[config.mk]
export PLATFORM = sky130hd
export DESIGN_NAME = integer_field_formatter
export DESIGN_NICKNAME = d
export VERILOG_FILES = /design/src/rtl/core/iff_pkg.sv /design/src/rtl/core/integer_field_formatter.sv /design/src/rtl/core/iff_dabble_unit.sv /design/src/rtl/core/iff_out_stage.sv
export SDC_FILE = /design/constraint.sdc
export NUM_CORES = 1
export LEC_CHECK = 0
export BUFFER_PORTS_ARGS = -buffer_cell sky130_fd_sc_hd__buf_2
export CORE_ASPECT_RATIO = 1.75
export CORE_UTILIZATION = 40
export CTS_CLUSTER_DIAMETER = 60
export CTS_CLUSTER_SIZE = 40
export DETAILED_ROUTE_END_ITERATION = 6
export GPL_ROUTABILITY_DRIVEN = 0
export SLEW_MARGIN = 20
export SYNTH_ARGS = -nofsm -noshare
export SYNTH_HDL_FRONTEND = slang
export SYNTH_SLANG_ARGS = --single-unit
[constraint.sdc]
create_clock -name clk -period 8.61 [get_ports clk]
set_input_delay 1.722 -clock clk [delete_from_list [all_inputs] [get_ports clk]]
set_output_delay 1.722 -clock clk [all_outputs]
set_load 0.01 [all_outputs]
[src/rtl/core/iff_pkg.sv]
// Types, constants and helper functions of the integer field formatter.
`default_nettype none
package iff_pkg;

  localparam int MAX_FIELD = 64;
  localparam int CNT_W     = $clog2(MAX_FIELD + 1);
  localparam int VAL_W     = 64;
  localparam int DIGITS    = 22;
  localparam int DIG_W     = 4;
  localparam int IDX_W     = $clog2(DIGITS);
  localparam int BITCNT_W  = $clog2(VAL_W);
  localparam int LEN_W     = 9;
  localparam int BCD_W     = DIGITS * DIG_W;

  localparam logic [2:0] KIND_SDEC = 3'd0;
  localparam logic [2:0] KIND_UDEC = 3'd1;
  localparam logic [2:0] KIND_OCT  = 3'd2;
  localparam logic [2:0] KIND_HEXL = 3'd3;
  localparam logic [2:0] KIND_HEXU = 3'd4;

  localparam logic [1:0] SIGN_PLUS  = 2'd1;
  localparam logic [1:0] SIGN_SPACE = 2'd2;

  localparam logic [1:0] SZ_8  = 2'd0;
  localparam logic [1:0] SZ_16 = 2'd1;
  localparam logic [1:0] SZ_32 = 2'd2;
  localparam logic [1:0] SZ_64 = 2'd3;

  localparam logic [7:0] CH_ZERO  = 8'h30;
  localparam logic [7:0] CH_MINUS = 8'h2d;
  localparam logic [7:0] CH_PLUS  = 8'h2b;
  localparam logic [7:0] CH_SPACE = 8'h20;
  localparam logic [7:0] CH_LOW_A = 8'h61;
  localparam logic [7:0] CH_UP_A  = 8'h41;
  localparam logic [7:0] CH_LOW_X = 8'h78;
  localparam logic [7:0] CH_UP_X  = 8'h58;

  typedef enum logic [2:0] {
    ST_IDLE,
    ST_CONVERT,
    ST_SCAN,
    ST_SIZE,
    ST_EMIT
  } iff_state_t;

  typedef struct packed {
    logic [2:0]  kind;
    logic [63:0] value;
    logic [1:0]  size_code;
    logic [1:0]  sign_mode;
    logic        left_justify;
    logic        zero_pad;
    logic        alternate;
    logic [6:0]  field_width;
    logic        has_precision;
    logic [5:0]  min_digits;
  } iff_in_t;

  typedef struct packed {
    logic [7:0] out_char;
    logic       last;
  } iff_out_t;

  function automatic logic [BCD_W-1:0] digits_octal(input logic [VAL_W-1:0] v);
    logic [DIGITS*3-1:0] vx;
    logic [BCD_W-1:0]    r;
    vx = {{(DIGITS*3-VAL_W){1'b0}}, v};
    for (int i = 0; i < DIGITS; i++) begin
      r[i*DIG_W +: DIG_W] = {1'b0, vx[i*3 +: 3]};
    end
    return r;
  endfunction

  function automatic logic [BCD_W-1:0] digits_hex(input logic [VAL_W-1:0] v);
    return {{(BCD_W-VAL_W){1'b0}}, v};
  endfunction

  function automatic logic [7:0] digit_char(input logic [DIG_W-1:0] d, input logic upper);
    logic [7:0] dx;
    dx = {{(8-DIG_W){1'b0}}, d};
    if (d < DIG_W'(10)) begin
      return CH_ZERO + dx;
    end
    return (upper ? CH_UP_A : CH_LOW_A) + dx - 8'd10;
  endfunction

endpackage
`default_nettype wire

[src/rtl/core/integer_field_formatter.sv]
// Top level of the integer field formatter: sequencer and field datapath.
//
//   channel | ports                      | moves
//   --------+----------------------------+--------------------------------
//   input   | in_valid in_ready in_data  | one conversion request
//   output  | out_valid out_ready out_data | one character with last flag
//
// Decimal requests go through the shift-and-add-3 loop; octal and hex skip it.
// The digit scan then strips leading zeros, the sizing step sets padding and length,
// and the emit phase sends the characters while the output register has space.
// Reset clears the sequencer and the output register; no clearing pass.
// A stalled consumer holds the sequencer in the emit phase; the last character may
// wait in the output register while the next request is taken.
`default_nettype none
module integer_field_formatter
  import iff_pkg::*;
(
  input  wire logic    clk,
  input  wire logic    rst_n,
  input  wire logic    in_valid,
  output logic         in_ready,
  input  wire iff_in_t in_data,
  output logic         out_valid,
  input  wire logic    out_ready,
  output iff_out_t     out_data
);

  iff_state_t state_r, state_nxt;

  logic [2:0]          kind_r, kind_nxt;
  logic                left_r, left_nxt;
  logic                zfill_r, zfill_nxt;
  logic                hasp_r, hasp_nxt;
  logic [5:0]          prec_r, prec_nxt;
  logic [CNT_W-1:0]    width_r, width_nxt;
  logic [VAL_W-1:0]    value_r, value_nxt;
  logic [BCD_W-1:0]    dig_r, dig_nxt;
  logic [BITCNT_W-1:0] bitcnt_r, bitcnt_nxt;
  logic [IDX_W-1:0]    idx_r, idx_nxt;
  logic [1:0]          np_r, np_nxt;
  logic [7:0]          pre0_r, pre0_nxt;
  logic [7:0]          pre1_r, pre1_nxt;
  logic                ozp_r, ozp_nxt;
  logic                vzero_r, vzero_nxt;
  logic [CNT_W-1:0]    lpad_r, lpad_nxt;
  logic [1:0]          pre_left_r, pre_left_nxt;
  logic [CNT_W-1:0]    zero_left_r, zero_left_nxt;
  logic [IDX_W:0]      dig_left_r, dig_left_nxt;
  logic [CNT_W-1:0]    emit_cnt_r, emit_cnt_nxt;
  logic [CNT_W-1:0]    len_r, len_nxt;

  logic [BCD_W-1:0] dabble_out;
  logic             space;
  logic             push;
  iff_out_t         push_data;

  logic [2:0]        kind_eff;
  logic [VAL_W-1:0]  mask;
  logic [VAL_W-1:0]  vm;
  logic              sbit;
  logic              neg;
  logic              prec0_in;
  logic [DIG_W-1:0]  cur_dig;

  logic signed [LEN_W-1:0] nd_s, np_s, w_s, p_s, nz_s, nz_c, nchar_s, npad_s, tot_s, len_s;
  logic [IDX_W:0]          nd;

  iff_dabble_unit u_dabble (
    .bcd_i (dig_r),
    .bit_i (value_r[VAL_W-1]),
    .bcd_o (dabble_out)
  );

  iff_out_stage u_out (
    .clk       (clk),
    .rst_n     (rst_n),
    .push      (push),
    .push_data (push_data),
    .space     (space),
    .out_valid (out_valid),
    .out_ready (out_ready),
    .out_data  (out_data)
  );

  assign in_ready = (state_r == ST_IDLE);
  assign cur_dig  = dig_r[idx_r*DIG_W +: DIG_W];

  always_comb begin
    kind_eff = (in_data.kind > KIND_HEXU) ? KIND_UDEC : in_data.kind;
    unique case (in_data.size_code)
      SZ_8: begin
        mask = {{(VAL_W-8){1'b0}}, 8'hff};
        sbit = in_data.value[7];
      end
      SZ_16: begin
        mask = {{(VAL_W-16){1'b0}}, 16'hffff};
        sbit = in_data.value[15];
      end
      SZ_32: begin
        mask = {{(VAL_W-32){1'b0}}, 32'hffff_ffff};
        sbit = in_data.value[31];
      end
      SZ_64: begin
        mask = {VAL_W{1'b1}};
        sbit = in_data.value[VAL_W-1];
      end
      default: begin
        mask = {VAL_W{1'b1}};
        sbit = in_data.value[VAL_W-1];
      end
    endcase
    vm       = in_data.value & mask;
    neg      = (kind_eff == KIND_SDEC) && sbit;
    prec0_in = in_data.has_precision && (in_data.min_digits == 6'd0);
  end

  always_comb begin
    nd      = (vzero_r && hasp_r && (prec_r == 6'd0)) ? '0 : ({1'b0, idx_r} + 1'b1);
    nd_s    = LEN_W'(nd);
    np_s    = LEN_W'(np_r);
    w_s     = LEN_W'(width_r);
    p_s     = LEN_W'(prec_r);
    if (zfill_r) begin
      nz_s = w_s - nd_s - np_s;
    end else if (hasp_r) begin
      nz_s = p_s - nd_s - LEN_W'(ozp_r);
    end else begin
      nz_s = '0;
    end
    nz_c    = nz_s[LEN_W-1] ? '0 : nz_s;
    nchar_s = nd_s + nz_c + np_s;
    npad_s  = w_s - nchar_s;
    if (npad_s[LEN_W-1]) begin
      npad_s = '0;
    end
    tot_s   = (w_s > nchar_s) ? w_s : nchar_s;
    len_s   = (tot_s > LEN_W'(MAX_FIELD)) ? LEN_W'(MAX_FIELD) : tot_s;
    if (nz_c > LEN_W'(MAX_FIELD)) begin
      nz_c = LEN_W'(MAX_FIELD);
    end
  end

  always_comb begin
    state_nxt     = state_r;
    kind_nxt      = kind_r;
    left_nxt      = left_r;
    zfill_nxt     = zfill_r;
    hasp_nxt      = hasp_r;
    prec_nxt      = prec_r;
    width_nxt     = width_r;
    value_nxt     = value_r;
    dig_nxt       = dig_r;
    bitcnt_nxt    = bitcnt_r;
    idx_nxt       = idx_r;
    np_nxt        = np_r;
    pre0_nxt      = pre0_r;
    pre1_nxt      = pre1_r;
    ozp_nxt       = ozp_r;
    vzero_nxt     = vzero_r;
    lpad_nxt      = lpad_r;
    pre_left_nxt  = pre_left_r;
    zero_left_nxt = zero_left_r;
    dig_left_nxt  = dig_left_r;
    emit_cnt_nxt  = emit_cnt_r;
    len_nxt       = len_r;
    push          = 1'b0;
    push_data     = '{out_char: CH_SPACE, last: 1'b0};

    unique case (state_r)
      ST_IDLE: begin
        if (in_valid) begin
          kind_nxt   = kind_eff;
          left_nxt   = in_data.left_justify;
          zfill_nxt  = in_data.zero_pad && !in_data.left_justify && !in_data.has_precision;
          hasp_nxt   = in_data.has_precision;
          prec_nxt   = in_data.min_digits;
          width_nxt  = (in_data.field_width > 7'(MAX_FIELD)) ? CNT_W'(MAX_FIELD)
                                                            : CNT_W'(in_data.field_width);
          value_nxt  = neg ? (~(vm | ~mask) + 1'b1) : vm;
          vzero_nxt  = (vm == '0);
          bitcnt_nxt = '0;
          idx_nxt    = IDX_W'(DIGITS - 1);
          np_nxt     = 2'd0;
          ozp_nxt    = 1'b0;
          pre0_nxt   = CH_ZERO;
          pre1_nxt   = CH_LOW_X;
          unique case (kind_eff)
            KIND_SDEC: begin
              if (neg) begin
                np_nxt   = 2'd1;
                pre0_nxt = CH_MINUS;
              end else if (in_data.sign_mode == SIGN_PLUS) begin
                np_nxt   = 2'd1;
                pre0_nxt = CH_PLUS;
              end else if (in_data.sign_mode == SIGN_SPACE) begin
                np_nxt   = 2'd1;
                pre0_nxt = CH_SPACE;
              end
            end
            KIND_OCT: begin
              if (in_data.alternate && ((vm != '0) || prec0_in)) begin
                np_nxt  = 2'd1;
                ozp_nxt = 1'b1;
              end
            end
            KIND_HEXL, KIND_HEXU: begin
              if (in_data.alternate && (vm != '0)) begin
                np_nxt   = 2'd2;
                pre1_nxt = (kind_eff == KIND_HEXU) ? CH_UP_X : CH_LOW_X;
              end
            end
            default: begin
            end
          endcase
          priority if (kind_eff == KIND_OCT) begin
            dig_nxt   = digits_octal(vm);
            state_nxt = ST_SCAN;
          end else if ((kind_eff == KIND_HEXL) || (kind_eff == KIND_HEXU)) begin
            dig_nxt   = digits_hex(vm);
            state_nxt = ST_SCAN;
          end else begin
            dig_nxt   = '0;
            state_nxt = ST_CONVERT;
          end
        end
      end
      ST_CONVERT: begin
        dig_nxt    = dabble_out;
        value_nxt  = {value_r[VAL_W-2:0], 1'b0};
        bitcnt_nxt = bitcnt_r + 1'b1;
        if (bitcnt_r == BITCNT_W'(VAL_W - 1)) begin
          state_nxt = ST_SCAN;
        end
      end
      ST_SCAN: begin
        if ((cur_dig == '0) && (idx_r != '0)) begin
          idx_nxt = idx_r - 1'b1;
        end else begin
          state_nxt = ST_SIZE;
        end
      end
      ST_SIZE: begin
        lpad_nxt      = left_r ? '0 : CNT_W'(npad_s);
        pre_left_nxt  = np_r;
        zero_left_nxt = CNT_W'(nz_c);
        dig_left_nxt  = nd;
        emit_cnt_nxt  = '0;
        len_nxt       = CNT_W'(len_s);
        state_nxt     = (len_s == '0) ? ST_IDLE : ST_EMIT;
      end
      ST_EMIT: begin
        if (space) begin
          push           = 1'b1;
          push_data.last = (emit_cnt_r == (len_r - 1'b1));
          priority if (lpad_r != '0) begin
            push_data.out_char = CH_SPACE;
            lpad_nxt = lpad_r - 1'b1;
          end else if (pre_left_r != 2'd0) begin
            push_data.out_char = (pre_left_r == np_r) ? pre0_r : pre1_r;
            pre_left_nxt = pre_left_r - 1'b1;
          end else if (zero_left_r != '0) begin
            push_data.out_char = CH_ZERO;
            zero_left_nxt = zero_left_r - 1'b1;
          end else if (dig_left_r != '0) begin
            push_data.out_char = digit_char(cur_dig, kind_r == KIND_HEXU);
            dig_left_nxt = dig_left_r - 1'b1;
            if (idx_r != '0) begin
              idx_nxt = idx_r - 1'b1;
            end
          end else begin
            push_data.out_char = CH_SPACE;
          end
          emit_cnt_nxt = emit_cnt_r + 1'b1;
          if (push_data.last) begin
            state_nxt = ST_IDLE;
          end
        end
      end
      default: begin
        state_nxt = ST_IDLE;
      end
    endcase
  end

  always_ff @(posedge clk) begin
    if (!rst_n) begin
      state_r <= ST_IDLE;
    end else begin
      state_r <= state_nxt;
    end
  end

  always_ff @(posedge clk) begin
    kind_r      <= kind_nxt;
    left_r      <= left_nxt;
    zfill_r     <= zfill_nxt;
    hasp_r      <= hasp_nxt;
    prec_r      <= prec_nxt;
    width_r     <= width_nxt;
    value_r     <= value_nxt;
    dig_r       <= dig_nxt;
    bitcnt_r    <= bitcnt_nxt;
    idx_r       <= idx_nxt;
    np_r        <= np_nxt;
    pre0_r      <= pre0_nxt;
    pre1_r      <= pre1_nxt;
    ozp_r       <= ozp_nxt;
    vzero_r     <= vzero_nxt;
    lpad_r      <= lpad_nxt;
    pre_left_r  <= pre_left_nxt;
    zero_left_r <= zero_left_nxt;
    dig_left_r  <= dig_left_nxt;
    emit_cnt_r  <= emit_cnt_nxt;
    len_r       <= len_nxt;
  end

endmodule
`default_nettype wire

[src/rtl/core/iff_dabble_unit.sv]
// Shared shift-and-add-3 step for binary to BCD conversion.
`default_nettype none
module iff_dabble_unit
  import iff_pkg::*;
(
  input  wire logic [BCD_W-1:0] bcd_i,
  input  wire logic             bit_i,
  output logic      [BCD_W-1:0] bcd_o
);

  logic [BCD_W-1:0] adj;

  always_comb begin
    for (int i = 0; i < DIGITS; i++) begin
      if (bcd_i[i*DIG_W +: DIG_W] >= DIG_W'(5)) begin
        adj[i*DIG_W +: DIG_W] = bcd_i[i*DIG_W +: DIG_W] + DIG_W'(3);
      end else begin
        adj[i*DIG_W +: DIG_W] = bcd_i[i*DIG_W +: DIG_W];
      end
    end
  end

  assign bcd_o = {adj[BCD_W-2:0], bit_i};

endmodule
`default_nettype wire

[src/rtl/core/iff_out_stage.sv]
// Output register that holds one character until the consumer takes it.
`default_nettype none
module iff_out_stage
  import iff_pkg::*;
(
  input  wire logic     clk,
  input  wire logic     rst_n,
  input  wire logic     push,
  input  wire iff_out_t push_data,
  output logic          space,
  output logic          out_valid,
  input  wire logic     out_ready,
  output iff_out_t      out_data
);

  logic     valid_r;
  logic     valid_nxt;
  iff_out_t data_r;

  assign space     = !valid_r || out_ready;
  assign out_valid = valid_r;
  assign out_data  = data_r;

  always_comb begin
    valid_nxt = valid_r;
    if (push) begin
      valid_nxt = 1'b1;
    end else if (out_ready) begin
      valid_nxt = 1'b0;
    end
  end

  always_ff @(posedge clk) begin
    if (!rst_n) begin
      valid_r <= 1'b0;
    end else begin
      valid_r <= valid_nxt;
    end
  end

  always_ff @(posedge clk) begin
    if (push) begin
      data_r <= push_data;
    end
  end

endmodule
`default_nettype wire

Word-level counts from Yosys, hierarchy flattened
Index checks and enable logic that the tools add are counted.
{"block": "classes", "n_reduce_logical": 48, "n_shift": 1, "eq_ne": 30, "n_addsub": 42, "magnitude_cmp": 28, "muxes": 110, "bitwise": 7}
{"cell": "one-hot mux 64 bit (4 select lines)", "n": 1}
{"cell": "two-way mux 64 bit", "n": 3}
{"cell": "one-hot mux 88 bit (2 select lines)", "n": 1}
{"cell": "NOT 64 bit", "n": 2}
{"cell": "one-hot mux 64 bit (2 select lines)", "n": 1}
{"cell": ">= comparator 4 x 3 -> 1 bit, second input constant", "n": 22}
{"cell": "two-way mux 88 bit", "n": 1}
{"cell": "variable part select 88 x 8 -> 4 bit", "n": 1}
{"cell": "two-way mux 85 bit", "n": 1}
{"cell": "adder 4 x 2 -> 4 bit, second input constant", "n": 21}
{"cell": "two-way mux 4 bit", "n": 21}
{"cell": "two-way mux 7 bit", "n": 10}
{"cell": "adder 64 x 1 -> 64 bit, second input constant", "n": 1}
{"cell": "AND 64 bit", "n": 1}
{"cell": "logical NOT 64 bit", "n": 1}
{"cell": "bitwise OR 64 bit", "n": 1}
{"cell": "nonzero test 64 bit", "n": 1}
{"cell": "two-way mux 8 bit", "n": 7}
{"cell": "two-way mux 5 bit", "n": 11}
{"cell": "two-way mux 6 bit", "n": 9}
{"cell": "one-hot mux 7 bit (2 select lines)", "n": 3}
{"cell": "two-way mux 9 bit", "n": 4}
{"cell": "!= test 2 bit, second input constant", "n": 14}
{"cell": "two-way mux 3 bit", "n": 8}
{"cell": "other kinds (62)", "n": 120}
{"block": "totals", "reg_bits": 251, "out_inout_bits": 11, "inputBits": 92, "word_cells": 293}

Logic depth before layout (Yosys ltp)
{"block": "logic_depth", "word_depth": 17, "mapped_depth": 32, "depth_no_buf": 28}

By module
From an unflattened synthesis, not the netlist that was laid out.
{"block": "unflattened", "cells_unflattened": 1913, "hier_area_um2": 17456.7}
{"mod": "integer_field_formatter", "area_per_inst_um2": 14920.6, "instances": 1, "cells_each": 1551}
{"mod": "iff_dabble_unit", "area_per_inst_um2": 2217.1, "instances": 1, "cells_each": 349}
{"mod": "iff_out_stage", "area_per_inst_um2": 319.1, "instances": 1, "cells_each": 13}

Least setup slack after synthesis
No wires, ideal clock.
{"block": "synth_timing", "path_type": "register to register", "startpoint": "register idx_r[1]", "endpoint": "register len_r[0], data pin", "path_slack_ps": 1306, "arrival_ps": 7021, "stages_incl_launch_ff": 32, "setup_time_ps": 283, "synth_period_minus_slack_ps": 7304, "cell_sequence": "edfxtp_1 buf_1 clkbuf_1 inv_1 ha_1 nand2b_1 inv_1 fa_1 nor2b_1 o21ai_0 a21boi_0 o21ai_0 o2bb2ai_1 o2bb2ai_1 clkbuf_1 nand2b_1 fa_1 inv_1 ha_1 fa_1 xor2_1 inv_1 ha_1 o21ai_0 a21oi_1 o22ai_1 o21a_1 or3_1 clkbuf_1 o211a_1 nor3_1 a211oi_1"}
{"block": "synth_between", "elab_chain_len": 13}
{"element": "start: declaration", "line_no": "integer_field_formatter.sv:39", "text": "logic [IDX_W-1:0] idx_r, idx_nxt;"}
{"element": "start signal: assignment", "line_no": "integer_field_formatter.sv:303", "text": "idx_r <= idx_nxt;"}
{"element": "adder 5 x 1 -> 6 bit *", "line_no": "integer_field_formatter.sv:118", "text": "nd = (vzero_r && hasp_r && (prec_r == 6'd0)) ? '0 : ({1'b0, idx_r} + 1'b1);"}
{"element": "two-way mux 6 bit *", "line_no": "integer_field_formatter.sv:118"}
{"element": "subtractor 6 x 6 -> 7 bit", "line_no": "integer_field_formatter.sv:126", "text": "nz_s = p_s - nd_s - LEN_W'(ozp_r);"}
{"element": "subtractor 7 x 2 -> 8 bit", "line_no": "integer_field_formatter.sv:126"}
{"element": "two-way mux 9 bit", "line_no": "integer_field_formatter.sv:125", "text": "end else if (hasp_r) begin"}
{"element": "two-way mux 9 bit", "line_no": "integer_field_formatter.sv:123", "text": "if (zfill_r) begin"}
{"element": "two-way mux 8 bit", "line_no": "integer_field_formatter.sv:130", "text": "nz_c = nz_s[LEN_W-1] ? '0 : nz_s;"}
{"element": "adder 6 x 8 -> 9 bit *", "line_no": "integer_field_formatter.sv:131", "text": "nchar_s = nd_s + nz_c + np_s;"}
{"element": "adder 9 x 3 -> 9 bit *", "line_no": "integer_field_formatter.sv:131"}
{"element": "> comparator 8 x 9 -> 1 bit", "line_no": "integer_field_formatter.sv:136", "text": "tot_s = (w_s > nchar_s) ? w_s : nchar_s;"}
{"element": "two-way mux 9 bit *", "line_no": "integer_field_formatter.sv:136"}
{"element": "> comparator 9 x 8 -> 1 bit", "line_no": "integer_field_formatter.sv:137", "text": "len_s = (tot_s > LEN_W'(MAX_FIELD)) ? LEN_W'(MAX_FIELD) : tot_s;"}
{"element": "two-way mux 9 bit *", "line_no": "integer_field_formatter.sv:137"}
{"element": "via len_s[0]", "line_no": "integer_field_formatter.sv:65", "text": "logic signed [LEN_W-1:0] nd_s, np_s, w_s, p_s, nz_s, nz_c, nchar_s, npad_s, tot_s, len_s;"}
{"element": "end signal: assignment", "line_no": "integer_field_formatter.sv:314", "text": "len_r <= len_nxt;"}
{"element": "end: declaration", "line_no": "integer_field_formatter.sv:50", "text": "logic [CNT_W-1:0] len_r, len_nxt;"}
The timed path passes the listed nets; every way through them passes the cells marked *.
A chain may end at the register's enable or synchronous reset.

Worst setup path after layout
{"block": "layout_timing", "startpoint": "register prec_r[2]", "endpoint": "register len_r[0], data pin"}
{"block": "layout_between", "elab_chain_len": 14}
{"element": "start: declaration", "line_no": "integer_field_formatter.sv:34", "text": "logic [5:0] prec_r, prec_nxt;"}
{"element": "start signal: assignment", "line_no": "integer_field_formatter.sv:298", "text": "prec_r <= prec_nxt;"}
{"element": "logical NOT 6 bit", "line_no": "integer_field_formatter.sv:118"}
{"element": "logical AND 1 bit", "line_no": "integer_field_formatter.sv:118"}
{"element": "two-way mux 6 bit", "line_no": "integer_field_formatter.sv:118"}
{"element": "subtractor 6 x 6 -> 7 bit", "line_no": "integer_field_formatter.sv:126"}
{"element": "subtractor 7 x 2 -> 8 bit", "line_no": "integer_field_formatter.sv:126"}
{"element": "two-way mux 9 bit", "line_no": "integer_field_formatter.sv:125"}
{"element": "two-way mux 9 bit", "line_no": "integer_field_formatter.sv:123"}
{"element": "two-way mux 8 bit", "line_no": "integer_field_formatter.sv:130"}
{"element": "adder 6 x 8 -> 9 bit *", "line_no": "integer_field_formatter.sv:131"}
{"element": "adder 9 x 3 -> 9 bit *", "line_no": "integer_field_formatter.sv:131"}
{"element": "> comparator 8 x 9 -> 1 bit", "line_no": "integer_field_formatter.sv:136"}
{"element": "two-way mux 9 bit *", "line_no": "integer_field_formatter.sv:136"}
{"element": "> comparator 9 x 8 -> 1 bit", "line_no": "integer_field_formatter.sv:137"}
{"element": "two-way mux 9 bit *", "line_no": "integer_field_formatter.sv:137"}
{"element": "via len_s[0]", "line_no": "integer_field_formatter.sv:65"}
Marks and branches as above.

==> results_dict.tcl <==
set metrics [dict create \
    htreeDepth 1 \
    die_w_um 159 \
    worstMarginPinSlew_ns 1.10 \
    drt_first_pass_iters 5 \
    syn_nets 1992 \
    powerDensity_mw_per_mm2 481 \
    synth-main-ff-cell "edfxtp_1" \
    holdCritPathClass "reg2reg" \
    setup_viol 0 \
    r2r_cells 29 \
    netlist_area_mm2 0.0172 \
    cts-buffers-inserted 21 \
    slew_violations 0 \
    wl_per_cell_um 20.9 \
    grt_max_degree 159 \
    hold_viol 0 \
    cts_buffer_depth 3 \
    drt_iter0_drc 966 \
    p_leak_nw 7.00 \
    rsz0062_at_grt "false" \
    die_h_um 276 \
    grt_pass1_vias 14691 \
    crit_fanout 12 \
    maxCapViolCount 0 \
    placed_cells 2406 \
    via_count 14432 \
    start_util 0.405 \
    critPathSlowestCell "or3_1" \
    r2r_setup_slack_ns 0.64 \
    finClkSkew_ns 0.0233 \
    p_switching_mw 4.25 \
    cts.clk_slew.worst_paths_ns 0.09 \
    crit_path_end_kind "register" \
    totalWireLength_mm 51.2 \
    crit_type "reg2reg" \
    combPwrFrac 0.610 \
    tritoncts_num_sinks 239 \
    ys_seq_elements 239 \
    vdd_drop_max_mv 0.465 \
    post-route-period-util 0.926 \
    final_nets 2059 \
    cts_setup_buffers 0 \
    track_usage 0.232 \
    antenna_left 0 \
    coreArea_mm2 0.0424 \
    synth-edff-count 235 \
    die-area_mm2 0.0439 \
    postSynth.asyncResetShare 0 \
    worstPathRequired_ns 8.97 \
    synth_area_per_cell_um2 9.55 \
    placementRows 100 \
    min_period_ns 7.97 \
    clock.fmax_mhz 125 \
    cts_tree "yes" \
    clk_latency_ns 0.56 \
    io_buffers 101 \
    cp.arrival_ns 8.34 \
    root_buffer "clkbuf_16" \
    io_pins 103 \
    antenna_found_initial 1 \
    viasPerCell 5.90 \
    tns_ns 0 \
    layout-drive-gt1-share 0.115 \
    p_clk_frac 0.110 \
    p_int_mw 4.92 \
    overflow 0 \
    slew_headroom 0.265 \
    yosysSeqAreaShare 0.415 \
    grt_pass1_wl_mm 80.5 \
    area_growth_syn_to_layout_pct 10.7 \
    yosysWarnings 0 \
    netlist_instances 1801 \
    crit_path_start_kind "register" \
    hold_depth 2 \
    slowest_delay_ns 0.60 \
    drc 0 \
    swShare 0.463 \
    seq_power_share 0.281 \
    outcome "completed" \
    synth_cell_types 84 \
    final_cells 2445 \
    hpwlAfterDp_mm 37.8 \
]
-- cells in the mapped netlist (25+ instances only) --
cell	number	area (um^2)
clkbuf_1	65	244
o21ai_0	151	756
nand2b_1	32	200
nor3b_1	28	210
a22oi_1	43	323
a21oi_1	115	576
mux4_2	25	563
o31ai_1	25	188
nor3_1	57	285
inv_1	96	360
edfxtp_1	235	7060
nand2_1	186	698
xnor2_1	78	683
nor2_1	166	623
ha_1	92	1150
o22ai_1	33	206
xor2_1	68	596
-- what timing repair did --
action / in CTS / in global routing
hold buffers: 0 / 0
setup endpoints to repair: 0 / 6
resized for setup: 0 / 4
-- critical path, delay by kind of cell (launching register included) --
| kind | cells | cell delay, ns |
|---|---|---|
| buf+inv | 5 | 0.62 |
| xor+xnor | 1 | 0.31 |
| fa+ha+maj | 5 | 1.93 |
| compound gates | 11 | 2.32 |
| simple gates | 7 | 2.22 |
| flops | 1 | 0.41 |
-- cell families after synthesis --
| group | synth area share |
|---|---|
| simple gates | 0.170 |
| buf+inv | 0.0397 |
| fa+ha+maj | 0.0757 |
| xor+xnor | 0.0757 |
| other cells | 0.000218 |
| compound gates | 0.187 |
| flops | 0.415 |
| mux | 0.0375 |
-- cells in the final DEF, fill, tap and decap left out, types with 33 or more instances in the layout --
| cell | n |
|---|---|
| xor2_1 | 68 |
| o22ai_1 | 33 |
| a21oi_1 | 115 |
| o21ai_0 | 151 |
| nor3_1 | 53 |
| edfxtp_1 | 235 |
| buf_2 | 101 |
| nand2_1 | 186 |
| nor2_1 | 165 |
| ha_1 | 92 |
| inv_1 | 96 |
| a22oi_1 | 43 |
| xnor2_1 | 78 |
-- registers in the layout, summed over array words and instances (netlist names) --
name / flops
value_r: 64
hasp_r: 1
pre0_r: 4
zero_left_r: 7
lpad_r: 7
dig_left_r: 6
vzero_r: 1
idx_r: 5
pre1_r: 1
state_r: 3
bitcnt_r: 6
np_r: 2
ozp_r: 1
emit_cnt_r: 7
zfill_r: 1
u_out.out_valid: 1
width_r: 7
left_r: 1
len_r: 7
kind_r: 3
prec_r: 6
u_out.out_data: 8
dig_r: 88
pre_left_r: 2
-- cell type report --
type | instances | area, um^2
multi-input combinational | 1384 | 9430
clock inverter | 16 | 180
tap | 561 | 702
clock buffer | 22 | 529
sequential | 239 | 7140
inverter | 98 | 368
timing repair buffer | 124 | 691
antenna | 1 | 2.50
fill | 4093 | 23400
-- worst paths after layout --
check / start / to
setup / recovery: prec_r[2]$_DFFE_PP_ / len_r[0]$_DFFE_PP_
hold / removal: value_r[6]$_DFFE_PP_ / value_r[7]$_DFFE_PP_
setup reg to reg: prec_r[2]$_DFFE_PP_ / len_r[0]$_DFFE_PP_
hold reg to reg: value_r[6]$_DFFE_PP_ / value_r[7]$_DFFE_PP_
-- per-stage QoR --
step	power, mW	area [um^2]	worst slack [ns]	util	hold slack (ns)
2_1_floorplan	6.69	17200	1.31	-	0.495
3_3_place_gp	7.94	18300	0.794	0.431	0.502
3_5_place_dp	8.04	18300	0.545	0.431	0.512
4_1_cts	9.08	19000	0.582	0.448	0.520
5_1_grt	9.89	19000	0.0692	0.449	0.538
6_report	9.17	19000	0.636	0.449	0.519
-- power groups by stage --
| stage | Sequential (mW) | Clock [mW] | Combinational (mW) |
|---|---|---|---|
| 2_1_floorplan | 2.43 | 0 | 4.26 |
| 3_3_place_gp | 2.58 | 0 | 5.36 |
| 3_5_place_dp | 2.59 | 0 | 5.45 |
| 4_1_cts | 2.57 | 1.03 | 5.49 |
| 5_1_grt | 2.64 | 1.06 | 6.18 |
| 6_report | 2.57 | 1.01 | 5.59 |
-- metal layers --
layer / track usage / vias up / routed length, um
met5: 0 / - / 11
met4: 0.147 / 2 / 3160
met3: 0.0266 / 162 / 2390
met2: 0.421 / 505 / 26500
met1: 0.255 / 6945 / 19100
li1: - / 6818 / -
(Power assumes the default switching activity.)
